--- src/ebws_pkg.sv ---
// ----------------------------------------------------------------------------
// ebws_pkg: shared types and constants for the embedding-bag weighted sum
// Field widths, queue item and configuration types, register indexes.
// ----------------------------------------------------------------------------
package ebws_pkg;

  // Payload field widths
  localparam int ROW_IDX_W  = 10;
  localparam int COL_IDX_W  = 4;
  localparam int ELEM_W     = 16;
  localparam int OUT_W      = 32;
  localparam int POS_W      = 4;

  // Accumulator lanes and width
  localparam int LANES      = 16;
  localparam int LANE_W     = 4;
  localparam int ACC_W      = 40;
  localparam int PROD_W     = 32;

  // Configuration registers
  localparam int BAG_LEN_W  = 8;
  localparam int ROW_WID_W  = 5;
  localparam int CFG_IDX_W  = 2;
  localparam int CFG_DATA_W = 8;

  // Input item kinds
  localparam logic KIND_WRITE  = 1'b0;
  localparam logic KIND_LOOKUP = 1'b1;

  typedef enum logic [CFG_IDX_W-1:0] {
    REG_COMBINE_MODE = 2'd0,
    REG_BAG_LENGTH   = 2'd1,
    REG_ROW_WIDTH    = 2'd2
  } reg_idx_t;

  // Work classes handed from front to back
  typedef enum logic [1:0] {
    OP_WRITE  = 2'd0,  // table element write, in range
    OP_LOOKUP = 2'd1,  // lookup of an existing row
    OP_COUNT  = 2'd2   // lookup beyond the table: counts only
  } op_t;

  typedef struct packed {
    op_t                     op;
    logic [ROW_IDX_W-1:0]    row_index;
    logic [COL_IDX_W-1:0]    column_index;
    logic signed [ELEM_W-1:0] data;       // table value or lookup weight
  } q_item_t;

  typedef struct packed {
    logic                 combine_mode;
    logic [BAG_LEN_W-1:0] bag_length;
    logic [ROW_WID_W-1:0] row_width;
  } cfg_t;

endpackage

--- src/ebws_in_if.sv ---
// ----------------------------------------------------------------------------
// ebws_in_if: input item channel
// Valid/ready channel carrying one table write or one bag lookup.
// ----------------------------------------------------------------------------
interface ebws_in_if;
  import ebws_pkg::*;

  logic                      valid;
  logic                      ready;
  logic                      kind;
  logic [ROW_IDX_W-1:0]      row_index;
  logic [COL_IDX_W-1:0]      column_index;
  logic signed [ELEM_W-1:0]  table_value;
  logic signed [ELEM_W-1:0]  lookup_weight;

  modport source (
    output valid, kind, row_index, column_index, table_value, lookup_weight,
    input  ready
  );

  modport sink (
    input  valid, kind, row_index, column_index, table_value, lookup_weight,
    output ready
  );

endinterface

--- src/ebws_front.sv ---
// ----------------------------------------------------------------------------
// ebws_front: input classification and work queue
// Sorts each input transfer into write, lookup or count-only work, drops
// out-of-range writes and holds up to two items for the back end.
// ----------------------------------------------------------------------------
module ebws_front #(
  parameter int TABLE_ROWS   = 1024,
  parameter int ROW_ELEMENTS = 16
) (
  input  logic              clk,
  input  logic              rst_n,
  ebws_in_if.sink           in_chan,
  output ebws_pkg::q_item_t q_item,
  output logic              q_valid,
  input  logic              q_ready
);
  import ebws_pkg::*;

  localparam int QUEUE_DEPTH = 2;
  localparam int QCNT_W      = $clog2(QUEUE_DEPTH + 1);

  q_item_t           queue_r [QUEUE_DEPTH];
  logic              wr_ptr_r, wr_ptr_nxt;
  logic              rd_ptr_r, rd_ptr_nxt;
  logic [QCNT_W-1:0] count_r, count_nxt;

  q_item_t item_c;
  logic    keep_c;
  logic    row_ok, col_ok;
  logic    push, pop;

  // Classify the incoming item
  always_comb begin
    row_ok = 32'(in_chan.row_index) < TABLE_ROWS;
    col_ok = 32'(in_chan.column_index) < ROW_ELEMENTS;
    item_c.row_index    = in_chan.row_index;
    item_c.column_index = in_chan.column_index;
    if (in_chan.kind == KIND_LOOKUP) begin
      item_c.op   = row_ok ? OP_LOOKUP : OP_COUNT;
      item_c.data = in_chan.lookup_weight;
      keep_c      = 1'b1;
    end else begin
      item_c.op   = OP_WRITE;
      item_c.data = in_chan.table_value;
      keep_c      = row_ok && col_ok;
    end
  end

  assign in_chan.ready = (count_r != QCNT_W'(QUEUE_DEPTH));
  assign push          = in_chan.valid && in_chan.ready && keep_c;
  assign q_valid       = (count_r != '0);
  assign pop           = q_valid && q_ready;
  assign q_item        = queue_r[rd_ptr_r];

  // Queue pointers
  always_comb begin
    wr_ptr_nxt = push ? ~wr_ptr_r : wr_ptr_r;
    rd_ptr_nxt = pop ? ~rd_ptr_r : rd_ptr_r;
    count_nxt  = count_r;
    if (push && !pop) begin
      count_nxt = count_r + QCNT_W'(1);
    end else if (pop && !push) begin
      count_nxt = count_r - QCNT_W'(1);
    end
  end

  always_ff @(posedge clk) begin
    if (!rst_n) begin
      wr_ptr_r <= 1'b0;
      rd_ptr_r <= 1'b0;
      count_r  <= '0;
    end else begin
      wr_ptr_r <= wr_ptr_nxt;
      rd_ptr_r <= rd_ptr_nxt;
      count_r  <= count_nxt;
    end
  end

  // Queue storage
  always_ff @(posedge clk) begin
    if (push) begin
      queue_r[wr_ptr_r] <= item_c;
    end
  end

endmodule

--- src/flat_wrapper.sv ---
// flat-port wrapper written by rule: the top's interface ports become plain ports
module ebws_front_flat import ebws_pkg::*;
#(
  parameter int TABLE_ROWS   = 1024,
  parameter int ROW_ELEMENTS = 16
)
  (clk, rst_n, q_item, q_valid, q_ready, in_chan_valid, in_chan_kind, in_chan_row_index, in_chan_column_index, in_chan_table_value, in_chan_lookup_weight, in_chan_ready);
  ebws_in_if in_chan_i ();
  input  logic clk;
  input  logic rst_n;
  output ebws_pkg::q_item_t q_item;
  output logic q_valid;
  input  logic q_ready;
  input wire logic [$bits(in_chan_i.valid)-1:0] in_chan_valid;
  input wire logic [$bits(in_chan_i.kind)-1:0] in_chan_kind;
  input wire logic [$bits(in_chan_i.row_index)-1:0] in_chan_row_index;
  input wire logic [$bits(in_chan_i.column_index)-1:0] in_chan_column_index;
  input wire logic [$bits(in_chan_i.table_value)-1:0] in_chan_table_value;
  input wire logic [$bits(in_chan_i.lookup_weight)-1:0] in_chan_lookup_weight;
  output wire logic [$bits(in_chan_i.ready)-1:0] in_chan_ready;
  assign in_chan_i.valid = in_chan_valid;
  assign in_chan_i.kind = in_chan_kind;
  assign in_chan_i.row_index = in_chan_row_index;
  assign in_chan_i.column_index = in_chan_column_index;
  assign in_chan_i.table_value = in_chan_table_value;
  assign in_chan_i.lookup_weight = in_chan_lookup_weight;
  assign in_chan_ready = in_chan_i.ready;
  ebws_front #(.TABLE_ROWS(TABLE_ROWS), .ROW_ELEMENTS(ROW_ELEMENTS)) u_core (.clk(clk), .rst_n(rst_n), .in_chan(in_chan_i), .q_item(q_item), .q_valid(q_valid), .q_ready(q_ready));
endmodule
--- config.mk ---
export PLATFORM = sky130hd
export DESIGN_NAME = ebws_front_flat
export DESIGN_NICKNAME = d
export VERILOG_FILES = /design/src/ebws_pkg.sv /design/src/ebws_in_if.sv /design/src/ebws_front.sv /design/src/flat_wrapper.sv
export SDC_FILE = /design/constraint.sdc
export NUM_CORES = 1
export LEC_CHECK = 0
export BUFFER_PORTS_ARGS = -buffer_cell sky130_fd_sc_hd__clkbuf_2
export CAP_MARGIN = 20
export CORE_UTILIZATION = 45
export CTS_CLUSTER_SIZE = 10
export DETAILED_ROUTE_END_ITERATION = 6
export GPL_ROUTABILITY_DRIVEN = 1
export MAX_ROUTING_LAYER = met4
export PLACE_DENSITY = 0.72
export RECOVER_POWER = 25
export SLEW_MARGIN = 10
export SYNTH_ARGS = -nofsm -noshare
export SYNTH_HDL_FRONTEND = slang
export SYNTH_SLANG_ARGS = --single-unit
--- constraint.sdc ---
create_clock -name clk -period 1.6 [get_ports clk]
set_input_delay 0.16 -clock clk [delete_from_list [all_inputs] [get_ports clk]]
set_output_delay 0.16 -clock clk [all_outputs]
set_load 0.02 [all_outputs]
== Yosys cells after proc, flatten, opt, wreduce, memory -nomap -nowiden ==
Memories as Yosys holds them, arrays and structs flattened. A register that Yosys moved wholly into a read port is not among the register bits.
Cells that the tools add are included.

* Output and inout port bits: 34
* Memory bits (writable): 62
* Memories kept: 1
* Logic and storage cells: 25
* Bits in registers: 4

* Muxes and demuxes: 8
* Add/sub/neg operators: 2
* Equality and inequality tests: 1
* Reduce and logical (&&, ||, !) cells: 8
* Bitwise logic cells: 2

{| class="wikitable"
|+ Memory list
! memory !! words !! bits a word !! rd ports !! clocked after Yosys merged registers in !! write ports !! RTL line !! source
|-
| u_core.queue_r || 2 || 31 || 1 || 1 || 1 || ebws_front.sv:22 || <nowiki>q_item_t queue_r [QUEUE_DEPTH];</nowiki>
|}

{| class="wikitable"
|+ Operators by type and width
! operator !! count
|-
| 16-bit two-way mux || 1
|-
| 1-bit two-way mux || 5
|-
| 1-bit logical AND || 4
|-
| 2-bit two-way mux || 2
|-
| 2-bit nonzero test || 2
|-
| 2-bit by 1-bit adder with 2-bit output, second input constant || 1
|-
| 1-bit zero test || 2
|-
| 2-bit != test, second input constant || 1
|-
| 1-bit inverter || 2
|-
| 2-bit by 1-bit subtractor with 2-bit output, second input constant || 1
|}

== Longest topological paths before layout ==
* Depth in word-level cells: 6
* Mapped depth: 6
* Mapped depth without buffers: 6

== Least setup slack after synthesis ==
OpenSTA, ideal clock, no wires.

* Path type: register -> register
* Start: reg u_core.count_r[0]
* End: mem u_core.queue_r[1][0] (netlist bit) (enable)
* Slack: -0.204 ns
* Stages on the path, launching flop included: 3
* Data required time: 1.209 ns
* Arrival: 1.413 ns
* Period minus slack after synthesis: 1.804 ns
* Buffers on the path: 0
* Cells stage by stage: dfxtp_1 nand2b_4 and3_1

* Word-level cells in the longest chain between the ends: 4

{| class="wikitable"
|+ RTL lines
! item !! RTL line !! source
|-
| from (decl) || ebws_front.sv:25 || <nowiki>logic [QCNT_W-1:0] count_r, count_nxt;</nowiki>
|-
| from (signal assigned) || ebws_front.sv:75 || <nowiki>count_r <= count_nxt;</nowiki>
|-
| 2-bit != test || ebws_front.sv:49 || <nowiki>assign in_chan.ready = (count_r != QCNT_W'(QUEUE_DEPTH));</nowiki>
|-
| net in_chan_ready || flat_wrapper.sv:20 || <nowiki>output wire logic [$bits(in_chan_i.ready)-1:0] in_chan_ready;</nowiki>
|-
| 1-bit logical AND || ebws_front.sv:50 || <nowiki>assign push = in_chan.valid && in_chan.ready && keep_c;</nowiki>
|-
| 1-bit two-way mux || ebws_front.sv:81 || <nowiki>if (push) begin</nowiki>
|-
| 1-bit two-way mux (not written as such) || ebws_front.sv:82 || <nowiki>queue_r[wr_ptr_r] <= item_c;</nowiki>
|-
| to (decl) || ebws_front.sv:22 ||
|}

The timed path passes the listed nets, and every way through them passes these cells.

==> impl_metrics.json <==
{
  "clk_latency_ps": 330,
  "grt_pass1_wl_um": 6980,
  "rr_endpoint": "u_core.count_r[1]",
  "critPathTopFamily": "flip-flops",
  "num_io_pins": 85,
  "grt_pass1_vias": 1486,
  "portBuffers": 83,
  "synth_cells": 140,
  "grtUsageMet3_pct": 4.25,
  "met1_usage_pct": 18.1,
  "slew_viol_final": 0,
  "drtIter0Drc": 62,
  "diodes": 0,
  "ys_seq_area_share_pct": 73.4,
  "rrSetupSlack_ps": 80,
  "grt_use_total_pct": 16.1,
  "setup-violations-final": 0,
  "cp_num_buf_inv": 2,
  "hold_viol_final": 0,
  "syn_nets": 192,
  "peakVddDrop_uv": 752,
  "die_width_um": 79.1,
  "outcome": "complete, no violations",
  "slowest_stage": "dfxtp_2",
  "overflow": 0,
  "finalWorstSetupSlack_ps": 63.3,
  "r2r_cells": 5,
  "ys_ff_latch": 67,
  "p_per_area_mw_per_mm2": 1580,
  "dr_total_vias": 1502,
  "cts_tree": "built",
  "yosysTopAreaCell": "edfxtp_1",
  "worst-slew-pin-transition_ps": 1030,
  "crit_required_ps": 1440,
  "hold_class": "in2reg",
  "drc": 0,
  "fin_skew_ps": 4.88,
  "synth_area_leaders": "edfxtp_1 (70%), mux2_2 (20%), dfxtp_1 (3.7%)",
  "layout.nets": 287,
  "final_cells": 312,
  "dieArea_sq_mm": 0.00625,
  "crit_chain": "buf_12, mux2_2, clkbuf_2",
  "slowest_delay_ps": 360,
  "endpoint_kind": "output port",
  "whs_ps": 25.3,
  "cp_num_cells": 3,
  "syn_to_final_growth_pct": 30.0,
  "start_util_pct": 47.7,
  "utilization_pct": 62.0,
  "min_period_over_period_pct": 96.0,
  "p_leak_nw": 1.33,
  "r2r-start": "u_core.count_r[0]",
  "syn-cell-area_sq_mm": 0.00267,
  "grt-busiest-layer": "met2",
  "critPathLaunchType": "flip-flop",
  "cap_violations": 0,
  "antenna_found_initial": 0,
  "numCtsBuffers": 9,
  "syn_area_per_cell_sq_um": 19.1,
  "num_rows": 27,
  "critPathKind": "reg2out",
  "gp_congestion": 0.699,
  "core_area_sq_mm": 0.00561,
  "crit_end": "q_item[13]",
  "worstPathArrival_ps": 1380,
  "synth.distinct_cells": 21,
  "clockRootBuffer": "clkbuf_8",
  "cts.sinks": 67,
  "die_h_um": 79.1,
  "worstPathMaxFanout": 21,
  "layout-drive-gt1-share_pct": 58.3,
  "layout_min_cycle_time_ps": 1540,
  "timing.fmax_mhz": 651,
  "clkSlewWorstSetupHoldPaths_ps": 70,
  "synth_warnings": 0,
  "grt_util_met2_pct": 25.6,
  "drt-pass1-iter-count": 4,
  "yosys.area.top_type_share_pct": 69.7,
  "drtAntennaViolNets": 0,
  "via_per_inst": 4.81,
  "setup_tns_ps": 0,
  "htreeDepth": 3,
  "dpl_worst_slack_ps": 55.8,
  "grt_max_degree": 22,
  "cts_buffer_depth": 2,
  "wire_per_inst_um": 14.1,
  "wl_um": 4390,
  "max_slew_margin_pct": 31.4,
  "hpwl_um": 3090,
  "rsz0062_at_grt": "false",
  "numPlacedInstances": 295
}
metrics by stage:
stage	area (sq um)	total power [W]
floorplan	2680	0.00338
global placement	3240	0.00392
detailed placement	3240	0.00395
CTS	3480	0.00556
global route	3470	0.00577
finish	3470	0.00550
cell families after synthesis:
kind of cell / Yosys count / synth area share [%]
simple gates: 9 / 2.43
buf+inv: 7 / 1.45
xor+xnor: 3 / 0.983
other cells: 1 / 0.140
fa+ha+maj: 1 / 0.468
mux: 47 / 19.8
flops: 67 / 73.4
compound gates: 5 / 1.31
power by group:
group          internal, W  switching, W
Clock              0.00102      0.000580
Sequential         0.00221     0.0000828
Combinational     0.000731      0.000876
Total              0.00396       0.00154
layer usage:
metal / up-vias / wire (um)
met5: - / 0
met4: 0 / 65
met3: 5 / 257
met2: 53 / 2240
met1: 713 / 1830
li1: 731 / -
cell type report:
type	count	area [sq um]
clock buffer	9	124
clock inverter	7	106
fill	450	2130
inverter	1	7.51
multi-input combinational	66	673
sequential	67	1970
tap	72	90.1
timing repair buffer	90	508
state kept, by name (all words and copies together) (netlist names), named ones only:
name	count
u_core.rd_ptr_r	1
u_core.queue_r	62
u_core.wr_ptr_r	1
u_core.count_r	2
worst min path at each step:
stage	start	to	slack, ps	depth (start not counted)
after CTS	in_chan_row_index[8]	u_core.queue_r[0][28]	1	1
after floorplan	in_chan_column_index[0]	u_core.queue_r[0][16]	260	0
after detailed placement	in_chan_row_index[8]	u_core.queue_r[0][28]	350	1
after global routing	in_chan_column_index[2]	u_core.queue_r[0][18]	10	1
after global placement	in_chan_column_index[0]	u_core.queue_r[1][16]	350	1
final	in_chan_row_index[8]	u_core.queue_r[0][28]	30	1
cells in the final DEF, fill, tap and decap left out, types with 2 or more instances in the layout:
cell       instances
clkbuf_2          70
edfxtp_1          62
mux2_2            43
clkbuf_1          13
clkbuf_8           9
and2_1             4
mux2_1             4
buf_12             4
dfxtp_2            3
clkinv_1           3
bufinv_16          3
xnor2_1            2
dfxtp_1            2
cell usage after synthesis:
cell / count
or3_1: 1
o21ai_1: 1
xor2_1: 1
dfxtp_1: 5
buf_4: 2
a21boi_1: 1
nand2b_4: 1
or2_2: 1
and3_1: 1
nand3b_1: 1
buf_2: 4
inv_1: 1
o21ai_0: 1
a21bo_2: 1
edfxtp_1: 62
ha_1: 1
mux2_2: 47
and2_1: 4
conb_1: 1
a21boi_0: 1
xnor2_1: 2
worst reg2reg max path: stages, from the launching register on:
cell	delay, ps
dfxtp_2	340
nand2b_4	160
and2_1	160
ha_1	310
or3_1	350
a21boi_1	130
what timing repair did:
action,in CTS,in global routing
pin swaps,0,1
gates resized for setup,2,2
hold buffers,0,1
setup buffers,0,0
endpoints found under the setup margin,6,1
hold endpoints to repair,0,2
Note: power is estimated with default switching activity, not from simulation.
